--- src/rtl/mclp_pkg.sv ---
`default_nettype none

package mclp_pkg;

  localparam int unsigned LINE_LEN = 4;
  localparam int unsigned IDX_W = 3;

  localparam logic [7:0] CH_CR    = 8'h0d;
  localparam logic [7:0] CH_DEL   = 8'h7f;
  localparam logic [7:0] CH_BANG  = 8'h21;
  localparam logic [7:0] CH_M     = 8'h4d;
  localparam logic [7:0] CH_ZERO  = 8'h30;
  localparam logic [7:0] CH_ONE   = 8'h31;
  localparam logic [7:0] CH_TWO   = 8'h32;
  localparam logic [7:0] CH_SPACE = 8'h20;
  localparam logic [7:0] CH_TAB   = 8'h09;
  localparam logic [7:0] CH_PLUS  = 8'h2b;
  localparam logic [7:0] CH_MINUS = 8'h2d;

  localparam logic signed [7:0] SPEED_MAX = 8'sd100;
  localparam logic signed [7:0] SPEED_MIN = -8'sd100;

  typedef enum logic [1:0] {
    ECHO_NONE = 2'd0,
    ECHO_BYTE = 2'd1,
    ECHO_CRLF = 2'd2
  } echo_mode_t;

  typedef enum logic [1:0] {
    STAT_SPEED     = 2'd0,
    STAT_DISABLE   = 2'd1,
    STAT_BAD_CMD   = 2'd2,
    STAT_BAD_SPEED = 2'd3
  } cmd_status_t;

  typedef logic [LINE_LEN-1:0][7:0] line_t;

  typedef struct packed {
    logic [7:0] rx_byte;
  } in_item_t;

  typedef struct packed {
    echo_mode_t        echo_mode;
    logic [7:0]        echo_byte;
    logic              line_done;
    cmd_status_t       command_status;
    logic [1:0]        motor_number;
    logic signed [7:0] speed_value;
  } out_item_t;

  typedef struct packed {
    cmd_status_t       status;
    logic [1:0]        motor;
    logic signed [7:0] speed;
  } cmd_result_t;

  typedef struct packed {
    logic       ok;
    logic [3:0] val;
  } hex_t;

  function automatic hex_t hex_decode(input logic [7:0] c);
    hex_t r;
    r.ok  = 1'b0;
    r.val = 4'd0;
    if (c >= 8'h30 && c <= 8'h39) begin
      r.ok  = 1'b1;
      r.val = c[3:0];
    end else if ((c >= 8'h61 && c <= 8'h66) || (c >= 8'h41 && c <= 8'h46)) begin
      r.ok  = 1'b1;
      r.val = 4'(c[2:0] + 3'd1) + 4'd8;
    end
    return r;
  endfunction

  function automatic logic is_space(input logic [7:0] c);
    return (c == CH_SPACE) || (c >= CH_TAB && c <= CH_CR);
  endfunction

endpackage

`default_nettype wire

--- src/rtl/mclp_if.sv ---
`default_nettype none

interface mclp_in_if
  import mclp_pkg::*;
  (input wire logic clk);
  logic     valid;
  logic     ready;
  in_item_t data;

  modport source (output valid, output data, input ready);
  modport sink (input valid, input data, output ready);
endinterface

interface mclp_out_if
  import mclp_pkg::*;
  (input wire logic clk);
  logic      valid;
  logic      ready;
  out_item_t data;

  modport source (output valid, output data, input ready);
  modport sink (input valid, input data, output ready);
endinterface

`default_nettype wire

--- src/rtl/mclp_cmd_parse.sv ---
`default_nettype none

module mclp_cmd_parse
  import mclp_pkg::*;
(
  input  line_t       line,
  output cmd_result_t result
);

  hex_t              ha;
  hex_t              hb;
  logic signed [8:0] v;
  logic signed [7:0] s;
  logic [7:0]        motor_diff;
  logic              is_bang;
  logic              is_move;

  assign ha = hex_decode(line[2]);
  assign hb = hex_decode(line[3]);

  // strtol base 16 on the last two characters
  always_comb begin
    v = 9'sd0;
    if (is_space(line[2])) begin
      if (hb.ok) v = $signed({5'd0, hb.val});
    end else if (line[2] == CH_PLUS || line[2] == CH_MINUS) begin
      if (hb.ok) begin
        if (line[2] == CH_MINUS) v = -$signed({5'd0, hb.val});
        else v = $signed({5'd0, hb.val});
      end
    end else if (ha.ok) begin
      if (hb.ok) v = $signed({1'b0, ha.val, hb.val});
      else v = $signed({5'd0, ha.val});
    end
  end

  assign s          = $signed(v[7:0]);
  assign motor_diff = line[1] - CH_ZERO;
  assign is_bang    = (line[0] == CH_BANG) && (line[1] == CH_BANG) &&
                      (line[2] == CH_BANG) && (line[3] == CH_BANG);
  assign is_move    = (line[0] == CH_M) && (line[1] >= CH_ONE) && (line[1] <= CH_TWO);

  always_comb begin
    result.status = STAT_SPEED;
    result.motor  = 2'd0;
    result.speed  = 8'sd0;
    if (is_bang) begin
      result.status = STAT_DISABLE;
    end else if (!is_move) begin
      result.status = STAT_BAD_CMD;
    end else if (s < SPEED_MIN || s > SPEED_MAX) begin
      result.status = STAT_BAD_SPEED;
    end else begin
      result.motor = motor_diff[1:0];
      result.speed = s;
    end
  end

endmodule

`default_nettype wire

--- src/rtl/motor_command_line_parser_top.sv ---
`default_nettype none

// Motor command line parser. Each rx beat carries one terminal byte and
// produces exactly one tx beat: the echo action plus, on a carriage return,
// the decoded command ("!!!!" disable, "M1hh"/"M2hh" hex speed limited to
// -100..100). Each byte passes from the input register into the output
// register, where the result is held; one byte is taken every cycle while
// tx does not stall. The result is presented on tx once its byte reaches
// the output register and leaves when tx is ready; while tx stalls with a
// result waiting and a byte in the input register, rx is held off.
// The four-byte line buffer and the write index live in this module and
// are updated when a byte moves into the output register.

module motor_command_line_parser_top
  import mclp_pkg::*;
(
  input wire logic    clk,
  input wire logic    rst,
  mclp_in_if.sink     rx,
  mclp_out_if.source  tx
);

  logic             in_valid;
  logic [7:0]       in_byte;
  logic             advance;
  line_t            line;
  logic [IDX_W-1:0] write_index;
  logic [IDX_W-1:0] write_index_next;
  logic             is_cr;
  logic             is_back;
  logic             is_store;
  cmd_result_t      cmd;
  out_item_t        result;
  logic             out_valid;
  out_item_t        out_data;

  mclp_cmd_parse u_parse (
    .line   (line),
    .result (cmd)
  );

  assign advance  = in_valid && (!out_valid || tx.ready);
  assign rx.ready = !in_valid || advance;

  always_ff @(posedge clk) begin
    if (rst) begin
      in_valid <= 1'b0;
    end else if (rx.ready) begin
      in_valid <= rx.valid;
    end
    if (rx.valid && rx.ready) begin
      in_byte <= rx.data.rx_byte;
    end
  end

  assign is_cr    = (in_byte == CH_CR);
  assign is_back  = !is_cr && (in_byte == CH_DEL) && (write_index != '0);
  assign is_store = !is_cr && !is_back && (write_index < IDX_W'(LINE_LEN));

  always_comb begin
    write_index_next = write_index;
    result           = '0;
    if (is_cr) begin
      write_index_next      = '0;
      result.echo_mode      = ECHO_CRLF;
      result.line_done      = 1'b1;
      result.command_status = cmd.status;
      result.motor_number   = cmd.motor;
      result.speed_value    = cmd.speed;
    end else if (is_back) begin
      write_index_next = write_index - IDX_W'(1);
      result.echo_mode = ECHO_BYTE;
      result.echo_byte = in_byte;
    end else if (is_store) begin
      write_index_next = write_index + IDX_W'(1);
      result.echo_mode = ECHO_BYTE;
      result.echo_byte = in_byte;
    end
  end

  always_ff @(posedge clk) begin
    if (rst) begin
      write_index <= '0;
      line        <= '0;
    end else if (advance) begin
      write_index <= write_index_next;
      if (is_store) begin
        line[write_index[1:0]] <= in_byte;
      end
    end
  end

  always_ff @(posedge clk) begin
    if (rst) begin
      out_valid <= 1'b0;
    end else if (advance) begin
      out_valid <= 1'b1;
    end else if (tx.ready) begin
      out_valid <= 1'b0;
    end
    if (advance) begin
      out_data <= result;
    end
  end

  assign tx.valid = out_valid;
  assign tx.data  = out_data;

`ifndef SYNTHESIS
  a_index_range: assert property (@(posedge clk) disable iff (rst)
    write_index <= IDX_W'(LINE_LEN))
    else $error("write index beyond line length");

  a_cr_clears_index: assert property (@(posedge clk) disable iff (rst)
    (advance && is_cr) |=> (write_index == '0))
    else $error("carriage return left index nonzero");

  a_done_crlf: assert property (@(posedge clk) disable iff (rst)
    (tx.valid && tx.data.line_done) |-> (tx.data.echo_mode == ECHO_CRLF))
    else $error("line end without cr lf echo");

  a_speed_only_when_set: assert property (@(posedge clk) disable iff (rst)
    (tx.valid && tx.data.command_status != STAT_SPEED) |->
      (tx.data.speed_value == 8'sd0 && tx.data.motor_number == 2'd0))
    else $error("speed reported without speed command");

  a_ready_when_drained: assert property (@(posedge clk) disable iff (rst)
    !tx.valid |-> rx.ready)
    else $error("input stalled with empty output");
`endif

endmodule

`default_nettype wire

--- src/flat_wrapper.sv ---
// flat-port wrapper written by rule: the top's interface ports become plain ports
module motor_command_line_parser_top_flat import mclp_pkg::*;
  (clk, rst, rx_valid, rx_data, rx_ready, tx_valid, tx_data, tx_ready);
  mclp_in_if rx_i (.clk(clk));
  mclp_out_if tx_i (.clk(clk));
  input wire logic clk;
  input wire logic rst;
  input wire logic [$bits(rx_i.valid)-1:0] rx_valid;
  input wire logic [$bits(rx_i.data)-1:0] rx_data;
  output wire logic [$bits(rx_i.ready)-1:0] rx_ready;
  output wire logic [$bits(tx_i.valid)-1:0] tx_valid;
  output wire logic [$bits(tx_i.data)-1:0] tx_data;
  input wire logic [$bits(tx_i.ready)-1:0] tx_ready;
  assign rx_i.valid = rx_valid;
  assign rx_i.data = rx_data;
  assign rx_ready = rx_i.ready;
  assign tx_valid = tx_i.valid;
  assign tx_data = tx_i.data;
  assign tx_i.ready = tx_ready;
  motor_command_line_parser_top u_core (.clk(clk), .rst(rst), .rx(rx_i), .tx(tx_i));
endmodule
--- config.mk ---
export PLATFORM = sky130hd
export DESIGN_NAME = motor_command_line_parser_top_flat
export DESIGN_NICKNAME = d
export VERILOG_FILES = /design/src/rtl/mclp_pkg.sv /design/src/rtl/mclp_if.sv /design/src/rtl/mclp_cmd_parse.sv /design/src/rtl/motor_command_line_parser_top.sv /design/src/flat_wrapper.sv
export SDC_FILE = /design/constraint.sdc
export NUM_CORES = 1
export LEC_CHECK = 0
export BUFFER_PORTS_ARGS = -buffer_cell sky130_fd_sc_hd__buf_2
export CAP_MARGIN = 25
export CORE_ASPECT_RATIO = 0.8
export CORE_MARGIN = 10
export CORE_UTILIZATION = 34
export CTS_BUF_LIST = sky130_fd_sc_hd__clkbuf_4 sky130_fd_sc_hd__clkbuf_8 sky130_fd_sc_hd__clkbuf_16
export DETAILED_ROUTE_END_ITERATION = 10
export HOLD_SLACK_MARGIN = 0.03
export PLACE_DENSITY_LB_ADDON = 0.05
export SYNTH_ARGS = -nofsm -noshare
export SYNTH_HDL_FRONTEND = slang
export SYNTH_HIERARCHICAL = 1
export SYNTH_SLANG_ARGS = --single-unit
--- constraint.sdc ---
create_clock -name clk -period 6.3 [get_ports clk]
set_input_delay 0.63 -clock clk [delete_from_list [all_inputs] [get_ports clk]]
set_output_delay 0.63 -clock clk [all_outputs]
set_load 0.01 [all_outputs]
==> results.cfg <==
[placed_design]
place_area_mm2 = 0.00414
io_buffers = 36
place_hpwl_um = 6980
place_congestion = 0.867
post-place-cells = 534

[finish]
antenna_cells = 0
syn2layout_area_growth_pct = 15.7
final_area_mm2 = 0.00446
drive_above_1_share = 0.192
fin_nets = 423
fillers = 1113
final_util = 0.406
fin_cells = 550

[worst_setup_path]
cp.arrival_ns = 3.91
path_cells = nor4b_1 -> and2_1 -> nor3_1 -> or2_2 -> ha_1 -> a311oi_1 -> a21oi_1 -> or3_4 -> a21oi_1 -> a21boi_0 -> and3_1
crit_required_ns = 6.39
cp-start-kind = register
slowest_stage = nor4b_1
cp_max_fo = 8
cpPeakStageDelay_ns = 0.65
crit_path_end_kind = register
crit_type = register to register
crit_top_cell = a21oi_1

[clocking]
cts_hold_repair.buffers = 0
cts_resized = 0
cts_sinks = 68
clk_path_buf_depth = 2
root_buffer = clkbuf_16
postCtsSetupBuffers = 0
numCtsBuffers = 9
clkTransAtPathRegs_ns = 0.06
worstSkewPairLatency_ns = 0.34
htreeDepth = 3
cts_tree = built

[timing]
fmax_ghz = 0.262
maxSlewHeadroom = 0.428
rsz0062_at_grt = no
tightest_slew_ns = 0.856
final-max-slew-violation-count = 0
finalCritPeriodShare = 0.606
finalSetupViolCount = 0
tns_ns = 0
hold_viol_final = 0
skew_ns = 0.00601
period_minus_slack_ns = 3.82

[global_route]
grt-ovfl-total = 0
grt_pass1_vias = 2814
grt_usage = 0.119
antenna_found_initial = 0
grt_start_max_net_pins = 48
grt_pass1_wl_um = 15400

[power_and_ir_drop]
ir_drop_mv = 0.143
p_leak_nw = 1.79
totalPowerFinal_mw = 1.08
p_per_area_mw_per_mm2 = 242

[logic_synthesis]
syn_area_per_cell_um2 = 10.5
synth_cells = 366
synthFlopType = dfxtp_1
synthArstFlopShare = 0
seq_area_frac_synth = 0.434
yosys.area.top_type_share = 0.242
ys_ff_latch = 68
syn-cell-area_mm2 = 0.00385
synth_edf_count = 31
ys_types = 77
synth.top_cells.by_area = edfxtp_1 (24%), dfxtp_1 (19%), mux2i_1 (8.8%)
syn_nets = 388
yosys_warnings = 6
ys_top_cells_by_count = dfxtp_1 (37), nand2b_1 (37), mux2i_1 (34)
synth_top_cell_by_area = edfxtp_1

[die]
row_count = 34
die_h_um = 115
pin_count = 37
die_area_mm2 = 0.0160
core_area_mm2 = 0.0110
start_util = 0.351
fp.dieW_um = 139

[status]
outcome = finished clean

[job]
maxCapViolCount = 0

[route]
drc = 0
via_per_inst = 5.28
dr.pass1.iters = 4
wl_per_cell_um = 16.9
ant_nets = 0
routed_wl_um = 9300
vias = 2902
drt_iter0_drc = 140

[worst_hold_path]
hold_class = primary input to register
cell type report:
class                           instances  area [um2]  share of cell area
Multi-Input combinational cell        277        2070               0.463
Sequential cell                        68        1670               0.375
Clock buffer                           13         303              0.0679
Timing Repair Buffer                   37         188              0.0421
Tap cell                              144         180              0.0404
Inverter                                8        30.0             0.00673
Clock inverter                          3        22.5             0.00505
registers in the layout, indices dropped and copies added (netlist names):
| register | flops |
|---|---|
| u_core/tx.valid | 1 |
| u_core/tx.data | 23 |
| u_core/line | 32 |
| u_core/in_valid | 1 |
| u_core/write_index | 3 |
| u_core/in_byte | 8 |
where the power goes:
group | switching [mW] | internal (mW)
combinational | 0.0323 | 0.0252
clock | 0.192 | 0.337
sequential | 0.0141 | 0.478
metal layers:
metal,wire length (um),GRT usage,vias to the layer above
met5,0,0,-
met4,86,0.0312,0
met3,608,0.0441,13
met2,3780,0.164,69
met1,4830,0.169,1374
li1,-,-,1446
cells by family (layout without fill, tap and decap cells):
family / count (synthesis) / in the layout / synth area share
AND/OR/NAND/NOR: 166 / 166 / 0.268
flip-flops: 68 / 68 / 0.434
AO/OA/AOI/OAI: 62 / 62 / 0.133
multiplexers: 36 / 36 / 0.0942
buffers and inverters: 21 / 61 / 0.0302
adder cells (fa/ha/maj): 10 / 10 / 0.0344
XOR/XNOR: 3 / 3 / 0.00682
final timing paths:
path / start / end / slack (ns) / cells past startpoint
worst min-delay path: rx_data[2] / u_core/in_byte[2] / 0.46 / 1
worst min register to register: u_core/line[10] / u_core/line[10] / 0.48 / 2
worst max register to register: u_core/line[26] / u_core/tx.data[11] / 2.48 / 11
worst max-delay path: u_core/line[26] / u_core/tx.data[11] / 2.48 / 11
cells in the final DEF, fill, tap and decap left out, drive strengths merged, types with 10 or more instances in the layout:
cell    instances
a21oi          13
mux2i          34
nand3          11
nand2b         37
nor2           21
o21ai          11
edfxtp         31
and2           10
clkbuf         13
dfxtp          37
buf            37
nand2          14
and3           16
nor3           17
worst max-delay path: cells and delay by family, from the launching register on:
family	cells	cell delay [ns]
simple gates	6	2.05
compound gates	4	0.90
flops	1	0.42
fa+ha+maj	1	0.21
metrics by stage:
step,hold WS [ns],setup WS [ns]
after floorplan,0.444,2.93
after global placement,0.459,2.46
after detailed placement,0.470,2.55
after CTS,0.453,2.53
after global routing,0.449,2.10
final,0.463,2.48
Power figures use the tool's default switching activity.
